--- config.mk ---
export PLATFORM = sky130hd
export DESIGN_NAME = bmp24_stream_decoder
export DESIGN_NICKNAME = d
export VERILOG_FILES = /design/src/rtl/core/bmp24_pkg.sv /design/src/rtl/core/bmp24_stream_decoder.sv
export SDC_FILE = /design/constraint.sdc
export NUM_CORES = 1
export LEC_CHECK = 0
export BUFFER_PORTS_ARGS = -buffer_cell sky130_fd_sc_hd__buf_2
export CAP_MARGIN = 20
export CORE_ASPECT_RATIO = 1.2
export CORE_MARGIN = 1.5
export CORE_UTILIZATION = 56
export DETAILED_ROUTE_END_ITERATION = 6
export PLACE_DENSITY = 0.74
export SETUP_SLACK_MARGIN = 0.05
export SKIP_LAST_GASP = 1
export SLEW_MARGIN = 20
export SYNTH_ARGS = -nofsm -noshare
export SYNTH_HDL_FRONTEND = slang
export SYNTH_SLANG_ARGS = --single-unit
export TNS_END_PERCENT = 10
--- constraint.sdc ---
create_clock -name clk -period 8.7 [get_ports clk]
set_clock_uncertainty 0.2 [all_clocks]
set_input_delay 1.305 -clock clk [delete_from_list [all_inputs] [get_ports clk]]
set_output_delay 1.305 -clock clk [all_outputs]
set_load 0.005 [all_outputs]
--- src/rtl/core/bmp24_pkg.sv ---
// bmp24_pkg: constants, status codes and the result word type
// for the 24-bit BMP stream decoder. No dependencies.
package bmp24_pkg;

  localparam logic [31:0] MAX_DIMENSION = 32'd4096;

  localparam logic [7:0]  SIG_FIRST     = 8'h42;  // 'B'
  localparam logic [7:0]  SIG_SECOND    = 8'h4D;  // 'M'
  localparam logic [31:0] INFO_HDR_SIZE = 32'd40;
  localparam logic [15:0] PIXEL_BITS    = 16'd24;
  localparam logic [31:0] HDR_TOTAL     = 32'd54;

  // header byte positions
  localparam logic [5:0] IDX_SIG0     = 6'd0;
  localparam logic [5:0] IDX_SIG1     = 6'd1;
  localparam logic [5:0] IDX_OFS_LO   = 6'd10;
  localparam logic [5:0] IDX_OFS_HI   = 6'd13;
  localparam logic [5:0] IDX_INFO_LO  = 6'd14;
  localparam logic [5:0] IDX_INFO_HI  = 6'd17;
  localparam logic [5:0] IDX_WID_LO   = 6'd18;
  localparam logic [5:0] IDX_WID_HI   = 6'd21;
  localparam logic [5:0] IDX_HGT_LO   = 6'd22;
  localparam logic [5:0] IDX_HGT_HI   = 6'd25;
  localparam logic [5:0] IDX_BITS_LO  = 6'd28;
  localparam logic [5:0] IDX_BITS_HI  = 6'd29;
  localparam logic [5:0] IDX_HDR_LAST = 6'd53;

  typedef enum logic [2:0] {
    ST_PIXEL         = 3'd0,
    ST_HEADER_OK     = 3'd1,
    ST_BAD_SIGNATURE = 3'd2,
    ST_BAD_INFO_SIZE = 3'd3,
    ST_BAD_BITS      = 3'd4,
    ST_BAD_OFFSET    = 3'd5,
    ST_TOO_LARGE     = 3'd6
  } status_t;

  typedef struct packed {
    logic [7:0]  red;
    logic [7:0]  green;
    logic [7:0]  blue;
    status_t     status;
    logic [12:0] image_width;
    logic [12:0] image_height;
    logic        last_in_image;
  } result_t;

endpackage

--- src/rtl/core/bmp24_stream_decoder.sv ---
// bmp24_stream_decoder: byte-serial 24-bit BMP parser, header checks and BGR->RGB pixels.
// Depends on bmp24_pkg.
// A byte's result word, if any, is registered and shown on out_valid in the next cycle.
// Throughput: one byte per cycle; the only stall is a full, stalled output register.
// Reset (rst_n low, synchronous): parser idle until a byte with start_of_file,
// output register empty.
module bmp24_stream_decoder
  import bmp24_pkg::*;
(
  input  logic        clk,
  input  logic        rst_n,
  input  logic        in_valid,
  output logic        in_stall,
  input  logic [7:0]  in_file_byte,
  input  logic        in_start_of_file,
  output logic        out_valid,
  input  logic        out_stall,
  output logic [7:0]  out_red,
  output logic [7:0]  out_green,
  output logic [7:0]  out_blue,
  output logic [2:0]  out_status,
  output logic [12:0] out_image_width,
  output logic [12:0] out_image_height,
  output logic        out_last_in_image
);

  typedef enum logic [2:0] {PH_IDLE, PH_HEADER, PH_PIXEL, PH_PAD, PH_DONE} phase_t;

  phase_t      phase_r, phase_nxt, ph;
  logic [5:0]  hdr_cnt_r, hdr_cnt_nxt, idx;
  logic [7:0]  sig_first_r, sig_first_nxt;
  logic [31:0] data_offset_r, data_offset_nxt;
  logic [31:0] info_size_r, info_size_nxt;
  logic [31:0] width_r, width_nxt;
  logic [31:0] height_r, height_nxt;
  logic [15:0] bit_depth_r, bit_depth_nxt;
  logic [1:0]  byte_in_pixel_r, byte_in_pixel_nxt;
  logic [7:0]  held_blue_r, held_blue_nxt;
  logic [7:0]  held_green_r, held_green_nxt;
  logic [12:0] column_r, column_nxt, column_inc;
  logic [12:0] row_r, row_nxt, row_inc;
  logic [1:0]  pad_r, pad_nxt;
  logic [1:0]  lane;
  logic        accept, emit, load, too_large, empty;
  result_t     res_r, res_nxt;
  logic        out_valid_r;

  assign in_stall = out_valid_r && out_stall;
  assign accept   = in_valid && !in_stall;
  assign load     = accept && emit;

  assign ph   = in_start_of_file ? PH_HEADER : phase_r;
  assign idx  = in_start_of_file ? IDX_SIG0 : hdr_cnt_r;
  assign lane = idx[1:0] - 2'd2;  // byte lane of the offset/info/width/height fields

  assign column_inc = column_r + 13'd1;
  assign row_inc    = row_r + 13'd1;

  assign too_large = width_r[31] || height_r[31] ||
                     (width_r > MAX_DIMENSION) || (height_r > MAX_DIMENSION);
  assign empty     = (width_r == 32'd0) || (height_r == 32'd0);

  always_comb begin
    phase_nxt         = phase_r;
    hdr_cnt_nxt       = hdr_cnt_r;
    sig_first_nxt     = sig_first_r;
    data_offset_nxt   = data_offset_r;
    info_size_nxt     = info_size_r;
    width_nxt         = width_r;
    height_nxt        = height_r;
    bit_depth_nxt     = bit_depth_r;
    byte_in_pixel_nxt = byte_in_pixel_r;
    held_blue_nxt     = held_blue_r;
    held_green_nxt    = held_green_r;
    column_nxt        = column_r;
    row_nxt           = row_r;
    pad_nxt           = pad_r;
    emit              = 1'b0;
    res_nxt           = '0;
    res_nxt.status    = ST_PIXEL;

    if (accept) begin
      if (in_start_of_file) begin
        byte_in_pixel_nxt = 2'd0;
        column_nxt        = '0;
        row_nxt           = '0;
        pad_nxt           = 2'd0;
      end
      case (ph)
        PH_HEADER: begin
          phase_nxt   = PH_HEADER;
          hdr_cnt_nxt = idx + 6'd1;
          if (idx == IDX_SIG0) sig_first_nxt = in_file_byte;
          if (idx inside {[IDX_OFS_LO:IDX_OFS_HI]})
            data_offset_nxt[{lane, 3'b000} +: 8] = in_file_byte;
          if (idx inside {[IDX_INFO_LO:IDX_INFO_HI]})
            info_size_nxt[{lane, 3'b000} +: 8] = in_file_byte;
          if (idx inside {[IDX_WID_LO:IDX_WID_HI]})
            width_nxt[{lane, 3'b000} +: 8] = in_file_byte;
          if (idx inside {[IDX_HGT_LO:IDX_HGT_HI]})
            height_nxt[{lane, 3'b000} +: 8] = in_file_byte;
          if (idx inside {[IDX_BITS_LO:IDX_BITS_HI]})
            bit_depth_nxt[{idx[0], 3'b000} +: 8] = in_file_byte;

          if (idx == IDX_SIG1 && (sig_first_r != SIG_FIRST || in_file_byte != SIG_SECOND)) begin
            emit           = 1'b1;
            res_nxt.status = ST_BAD_SIGNATURE;
            phase_nxt      = PH_DONE;
          end else if (idx == IDX_INFO_HI && info_size_nxt != INFO_HDR_SIZE) begin
            emit           = 1'b1;
            res_nxt.status = ST_BAD_INFO_SIZE;
            phase_nxt      = PH_DONE;
          end else if (idx == IDX_HDR_LAST) begin
            emit      = 1'b1;
            phase_nxt = PH_DONE;
            if (bit_depth_r != PIXEL_BITS) begin
              res_nxt.status = ST_BAD_BITS;
            end else if (data_offset_r != HDR_TOTAL) begin
              res_nxt.status = ST_BAD_OFFSET;
            end else if (too_large) begin
              res_nxt.status = ST_TOO_LARGE;
            end else begin
              res_nxt.status        = ST_HEADER_OK;
              res_nxt.image_width   = width_r[12:0];
              res_nxt.image_height  = height_r[12:0];
              res_nxt.last_in_image = empty;
              phase_nxt             = empty ? PH_DONE : PH_PIXEL;
              byte_in_pixel_nxt     = 2'd0;
              column_nxt            = '0;
              row_nxt               = '0;
              pad_nxt               = 2'd0;
            end
          end
        end
        PH_PIXEL: begin
          case (byte_in_pixel_r)
            2'd0: begin
              held_blue_nxt     = in_file_byte;
              byte_in_pixel_nxt = 2'd1;
            end
            2'd1: begin
              held_green_nxt    = in_file_byte;
              byte_in_pixel_nxt = 2'd2;
            end
            default: begin
              byte_in_pixel_nxt = 2'd0;
              emit              = 1'b1;
              res_nxt.red       = in_file_byte;
              res_nxt.green     = held_green_r;
              res_nxt.blue      = held_blue_r;
              column_nxt        = column_inc;
              // width and height are at most MAX_DIMENSION here, so 13 bits hold them
              if (column_inc >= width_r[12:0]) begin
                column_nxt = '0;
                row_nxt    = row_inc;
                if (row_inc >= height_r[12:0]) begin
                  res_nxt.last_in_image = 1'b1;
                  phase_nxt             = PH_DONE;
                end else begin
                  pad_nxt = width_r[1:0];
                  if (width_r[1:0] != 2'd0) phase_nxt = PH_PAD;
                end
              end
            end
          endcase
        end
        PH_PAD: begin
          if (pad_r != 2'd0) pad_nxt = pad_r - 2'd1;
          if (pad_r <= 2'd1) phase_nxt = PH_PIXEL;
        end
        default: begin
        end
      endcase
    end
  end

  always_ff @(posedge clk) begin
    if (!rst_n) begin
      phase_r         <= PH_IDLE;
      hdr_cnt_r       <= '0;
      byte_in_pixel_r <= 2'd0;
      column_r        <= '0;
      row_r           <= '0;
      pad_r           <= 2'd0;
      out_valid_r     <= 1'b0;
    end else begin
      phase_r         <= phase_nxt;
      hdr_cnt_r       <= hdr_cnt_nxt;
      byte_in_pixel_r <= byte_in_pixel_nxt;
      column_r        <= column_nxt;
      row_r           <= row_nxt;
      pad_r           <= pad_nxt;
      out_valid_r     <= load || (out_valid_r && out_stall);
      sig_first_r     <= sig_first_nxt;
      data_offset_r   <= data_offset_nxt;
      info_size_r     <= info_size_nxt;
      width_r         <= width_nxt;
      height_r        <= height_nxt;
      bit_depth_r     <= bit_depth_nxt;
      held_blue_r     <= held_blue_nxt;
      held_green_r    <= held_green_nxt;
      if (load) res_r <= res_nxt;
    end
  end

  assign out_valid         = out_valid_r;
  assign out_red           = res_r.red;
  assign out_green         = res_r.green;
  assign out_blue          = res_r.blue;
  assign out_status        = res_r.status;
  assign out_image_width   = res_r.image_width;
  assign out_image_height  = res_r.image_height;
  assign out_last_in_image = res_r.last_in_image;

  a_col_in_row: assert property (@(posedge clk) disable iff (!rst_n)
    (phase_r == PH_PIXEL || phase_r == PH_PAD) |-> (column_r < width_r[12:0]))
    else $error("column count reached row width");

  a_row_in_image: assert property (@(posedge clk) disable iff (!rst_n)
    (phase_r == PH_PIXEL || phase_r == PH_PAD) |-> (row_r < height_r[12:0]))
    else $error("row count reached image height");

  a_pad_nonzero: assert property (@(posedge clk) disable iff (!rst_n)
    (phase_r == PH_PAD) |-> (pad_r != 2'd0))
    else $error("pad phase with nothing to skip");

  a_pix_byte: assert property (@(posedge clk) disable iff (!rst_n)
    byte_in_pixel_r != 2'd3)
    else $error("byte in pixel out of range");

  a_drain: assert property (@(posedge clk) disable iff (!rst_n)
    (out_valid_r && !out_stall && !load) |=> !out_valid_r)
    else $error("output word taken but still shown");

endmodule
# Word-level counts from Yosys, hierarchy flattened
# Cells that the tools add are included.
# totals
ff_bits	262
memories	0
latch_bits	0
in_bits	13
ram_bits	0
rom_bits	0
out_inout_bits	56
# classes
n_lt_le_gt_ge	15
n_reduce_logical	40
mux	85
n_eq_ne	16
div_mod_pow	0
bitwise_logic	4
shift	4
addsub	7
multipliers	0
# op_table
cell	count
13-bit 2-to-1 mux	18
32-bit bitwise mux	4
32-bit 2-to-1 mux	3
27-bit 2-to-1 mux	3
32-bit by 13-bit > comparator with 1-bit output (second input constant)	2
32-bit logical NOT	2
32-bit by 6-bit inequality test with 1-bit output (second input constant)	2
13-bit one-hot mux with 2 select lines	2
3-bit 2-to-1 mux	16
2-bit 2-to-1 mux	20
8-bit by 7-bit variable shift with 32-bit output (first input constant)	1
8-bit by 7-bit variable part select with 32-bit output	1
29-bit 2-to-1 mux	1
4-bit AND reduction	7
13-bit by 1-bit adder with 13-bit output (second input constant)	2
13-bit greater-or-equal comparator	2
6-bit by 5-bit <= comparator with 1-bit output (second input constant)	4
6-bit by 5-bit greater-or-equal comparator with 1-bit output (second input constant)	3
16-bit bitwise mux	1
16-bit by 5-bit inequality test with 1-bit output (second input constant)	1
8-bit by 7-bit inequality test with 1-bit output (second input constant)	2
8-bit by 6-bit variable shift with 16-bit output (first input constant)	1
8-bit by 6-bit variable part select with 16-bit output	1
6-bit by 4-bit greater-or-equal comparator with 1-bit output (second input constant)	2
37 further kinds	70

# Depth between registers and ports, before layout
# logic_depth
ltp_word	16
depth_mapped	16
depth_no_buf	15

# Worst setup path after synthesis
# No wires, ideal clock.
# synth_timing
path_type	in2reg
from	input port in_start_of_file
to	register res_r (netlist bit out_blue[0]), enable pin
stages	12
path_slack_ns	1.941
t_arrival_ns	6.075
required_ns	8.017
path_cell_list	buf_4 -> nor2b_2 -> inv_2 -> clkbuf_1 -> ha_1 -> clkbuf_1 -> nor4_1 -> a21oi_1 -> o2bb2ai_1 -> a2111o_1 -> o21ai_0 -> a21oi_1
# synth_via
elab_chain_len	16
word_cells_on_any_way	28
cone_classes	2 x add/sub; 2 x order compare; 6 x eq/ne; 2 x shift; 11 x mux; 5 x reduce/logical
# synth_rtl
item	line_no	source
from (decl)	bmp24_stream_decoder.sv:15	input logic in_start_of_file,
6-bit 2-to-1 mux	bmp24_stream_decoder.sv:53	assign idx = in_start_of_file ? IDX_SIG0 : hdr_cnt_r;
2-bit subtractor	bmp24_stream_decoder.sv:54	assign lane = idx[1:0] - 2'd2;
5-bit negation with 7-bit output	bmp24_stream_decoder.sv:97	info_size_nxt[{lane, 3'b000} +: 8] = in_file_byte;
8-bit by 7-bit variable part select with 32-bit output / 8-bit by 7-bit variable shift with 32-bit output (equally long branches)	bmp24_stream_decoder.sv:97	
32-bit bitwise mux	bmp24_stream_decoder.sv:97	
32-bit 2-to-1 mux	bmp24_stream_decoder.sv:96	if (idx inside {[IDX_INFO_LO:IDX_INFO_HI]})
32-bit 2-to-1 mux	bmp24_stream_decoder.sv:89	case (ph)
32-bit 2-to-1 mux	bmp24_stream_decoder.sv:82	if (accept) begin
32-bit by 6-bit inequality test with 1-bit output	bmp24_stream_decoder.sv:109	end else if (idx == IDX_INFO_HI && info_size_nxt != INFO_HDR_SIZE) begin
1-bit logical AND	bmp24_stream_decoder.sv:109	
1-bit 2-to-1 mux	bmp24_stream_decoder.sv:109	
1-bit 2-to-1 mux	bmp24_stream_decoder.sv:105	if (idx == IDX_SIG1 && (sig_first_r != SIG_FIRST || in_file_byte != SIG_SECOND)) begin
1-bit one-hot mux with 2 select lines *	bmp24_stream_decoder.sv:89	
1-bit 2-to-1 mux *	bmp24_stream_decoder.sv:82	
1-bit logical AND *	bmp24_stream_decoder.sv:50	assign load = accept && emit;
2-bit AND reduction (no source line) *	-	
to (signal assigned)	bmp24_stream_decoder.sv:202	if (load) res_r <= res_nxt;
to (decl)	bmp24_stream_decoder.sv:45	result_t res_r, res_nxt;
# Every way passes the cells marked *; elsewhere a longest branch is shown, timed or not. The select of a mux whose other input is x is not followed.
# A chain may end at the register's enable or synchronous reset.

# Worst setup path in the final report
# layout_timing
from	input port in_start_of_file
to	register res_r (netlist bit out_green[0]), enable pin
# Same word-level chain as after synthesis.

==> flow_summary_export.csv <==
group,metric,value,unit
yosys,syn_area_per_cell,12.7,um^2
detailed_routing,wl,26.2,mm
die,fp.dieH,162,um
detailed_routing,vias,7760,
place,place_hpwl,18.3,mm
layout,fill_cells,1541,
place,place_area,12400,um^2
pwr,power.density,201,nW/um^2
pwr,swShare,20.6,%
status,outcome,"finished, final reports clean",
pwr,p_leak,4.89,nW
critical_path,timing.rr.end,"phase_r[0]$_SDFFE_PN0P_",
pwr,p_clk_share,44.5,%
pwr,combPwrFrac,4.1,%
yosys,yosysUniqueCellTypes,80,
critical_path,timing.rr.start,"column_r[0]$_SDFFE_PN0P_",
timing,finalCritPeriodShare,58.2,%
yosys,yosysSeqAreaShare,63.1,%
die,initial_core_util,56.8,%
critical_path,ff2ff_path_depth,15,
detailed_routing,drt_pass1_iterations,5,
die,coreArea,20800,um^2
die,fp-row-count,58,
timing,final.setup.tns,0,ns
global_routing,grt.overflow.total,0,
timing,min_period,5.06,ns
pwr,power_switching,0.554,mW
timing,timing.slew.headroom,31.7,%
clock_network,clk_latency,0.54,ns
detailed_routing,wl_per_cell,20.4,um
place,place.gp.congestion,0.874,
global_routing,grt_max_degree,55,
timing,finalSetupViolations,0,
place,io_buffers,68,
clock_network,cts_hold_buf,0,
die,ios,69,
clock_network,clockRootBuffer,"clkbuf_16",
die,dieArea,22000,um^2
yosys,async_flop_share,0,%
timing,timing.hold.ws,0.266,ns
clock_network,tritoncts,"done",
detailed_routing,ant_nets,0,
place,dp_cells,1239,
clock_network,clk_path_buf_depth,3,
clock_network,cts_sinks,262,
layout,antennaDiodeCount,0,
timing,hold_viol,0,
die,die_w,136,um
job,maxCapViolCount,0,
hold_path,whs_endpoint,"row_r[12]$_SDFFE_PN0P_",
global_routing,antenna_found_initial,0,
yosys,syn_inst,931,
critical_path,required,8.67,ns
layout,fin_cells,1285,
detailed_routing,drc,0,
layout,nets,1044,
detailed_routing,viasPerCell,6.04,
yosys,ys.flop_type,"edfxtp_1",
yosys,yosysWarnings,0,
pwr,power_frac_seq,51.4,%
detailed_routing,drt-initial-drc-count,683,
layout,area_growth,12.9,%
timing,worst_pin_slew,1.02,ns
critical_path,worstSetupEndpointType,"flop",
clock_network,htreeDepth,1,
global_routing,groute.usage.overall,24.3,%
timing,slew_violations,0,
critical_path,r2r_slack,4.12,ns
hold_path,min_from,"row_r[12]$_SDFFE_PN0P_",
global_routing,grt_pass1_wl,40.7,mm
timing,rsz0062_at_grt,"no",
clock_network,cts_setup_buffers,0,
hold_path,holdCritPathClass,"flop to flop",
critical_path,path_class,"primary input to flop",
yosys,synth-seq-cells,262,
critical_path,cp-start-kind,"primary input",
layout,drive_gt1_share,16.7,%
clock_network,numCtsBuffers,26,
global_routing,grt_pass1_vias,7489,
critical_path,path_max_fanout,54,
clock_network,cts_resized,0,
pwr,internal_power,2.13,mW
clock_network,clk_pin_slew_worst_paths,0.06,ns
critical_path,crit_arrival,5.03,ns
yosys,synth-edff-count,222,
pwr,vdd_drop_max,0.000326,V
timing,max_freq,198,MHz
layout,stdcell_area,13400,um^2
hold_path,holdPathStages,2,
yosys,syn_nets,978,
yosys,synth_area,11800,um^2
[synthesized netlist by cell type, types with 7 or more instances]
cell type,n,area (um^2)
nand2_1,41,154
dfxtp_1,40,801
inv_1,38,143
o21ai_0,30,150
o22ai_1,7,43.8
and3_1,30,188
xor2_1,11,96.3
a31oi_1,8,50.1
a22o_1,9,78.8
nor4_1,33,206
ha_1,34,425
nand4_1,10,62.6
nand3_1,22,110
edfxtp_1,222,6670
a21oi_1,42,210
clkbuf_1,27,101
and2_1,84,526
mux2_2,24,270
nor2_1,37,139
nor3_1,38,190
buf_2,7,35.0
or4_1,8,60.1
xnor2_1,11,96.3
[sequential cells by signal, summed over array words and instances (netlist names)]
name and flops:
bit_depth_r 16, byte_in_pixel_r 2, column_r 13, data_offset_r 32, hdr_cnt_r 6, height_r 32
held_blue_r 8, held_green_r 8, info_size_r 32, out_blue 8, out_green 8, out_image_height 13
out_image_width 13, out_last_in_image 1, out_red 8, out_status 3, out_valid 1, pad_r 2
phase_r 3, row_r 13, sig_first_r 8, width_r 32
[metrics by stage]
stage	utilization, %	setup WS, ns	power (mW)
3_3_place_gp	59.7	3.32	1.51
6_report	64.1	3.64	2.69
5_1_grt	64.1	3.34	2.76
2_1_floorplan	-	1.94	1.48
4_1_cts	64.1	3.64	2.70
3_5_place_dp	59.7	3.09	1.52
[power groups by stage]
stage	Combinational [mW]	Clock, mW	Sequential, mW
2_1_floorplan	0.0709	0	1.41
3_3_place_gp	0.106	0	1.41
3_5_place_dp	0.108	0	1.41
4_1_cts	0.110	1.21	1.38
5_1_grt	0.120	1.26	1.38
6_report	0.111	1.20	1.38
[final cells by class]
cell class	count	area (um^2)	share of cell area, %
inverter	40	155	1.16
tap	270	338	2.53
clock buffer	28	658	4.93
timing repair buffer	76	400	3.00
sequential	262	7470	55.9
clock inverter	18	267	1.99
multi-input combinational	591	4080	30.5
[placed cells by master, fill, tap and decap left out, drive strengths merged, types with 9 or more instances in the layout]
cell,synthesis,layout
a21oi,42,42
a22o,9,9
and2,84,84
and3,30,30
buf,11,76
clkbuf,27,28
clkinv,1,11
dfxtp,40,40
edfxtp,222,222
ha,34,34
inv,39,39
mux2,24,24
nand2,43,43
nand3,23,23
nand4,10,10
nor2,38,38
nor3,38,38
nor4,33,33
o21ai,33,33
xnor2,11,11
xor2,11,11
[kinds of logic (layout without fill, tap and decap cells)]
group / after synthesis / after routing / synth area share (%)
adder cells (fa/ha/maj): 34 / 34 / 3.59
AO/OA/AOI/OAI: 163 / 163 / 9.54
buffers and inverters: 78 / 162 / 2.75
AND/OR/NAND/NOR: 347 / 347 / 17.0
XOR/XNOR: 22 / 22 / 1.63
flip-flops: 262 / 262 / 63.1
multiplexers: 25 / 25 / 2.37
[worst max-delay path, stage by stage]
cell and delay, ns:
buf_2 0.23, nor2b_2 0.50, inv_2 0.25, ha_1 0.39, nor4_1 0.81, nand2_1 0.10, mux2i_1 0.17, a2111o_1 0.21
o21ai_0 0.22, a21oi_4 0.19, buf_4 0.55
[worst max path at each step]
stage                                            end  slack [ns]              from  depth (start not counted)
after global routing        out_red[0]$_SDFFCE_PP0P_        3.34  in_start_of_file                         11
after detailed placement    out_red[0]$_SDFFCE_PP0P_        3.09  in_start_of_file                         11
final                     out_green[0]$_SDFFCE_PP0P_        3.64  in_start_of_file                         11
after floorplan            out_blue[0]$_SDFFCE_PP0P_        1.94  in_start_of_file                         12
after global placement      out_red[1]$_SDFFCE_PP0P_        3.32  in_start_of_file                         11
after CTS                 out_green[2]$_SDFFCE_PP0P_        3.64  in_start_of_file                         11
[metal layers]
layer,up-vias,wire length (um),track usage (%)
met1,3739,9970,29.9
met4,0,748,8.85
li1,3665,-,-
met5,-,0,0
met2,300,13600,43.7
met3,56,1820,2.93
(Power assumes the default switching activity.)
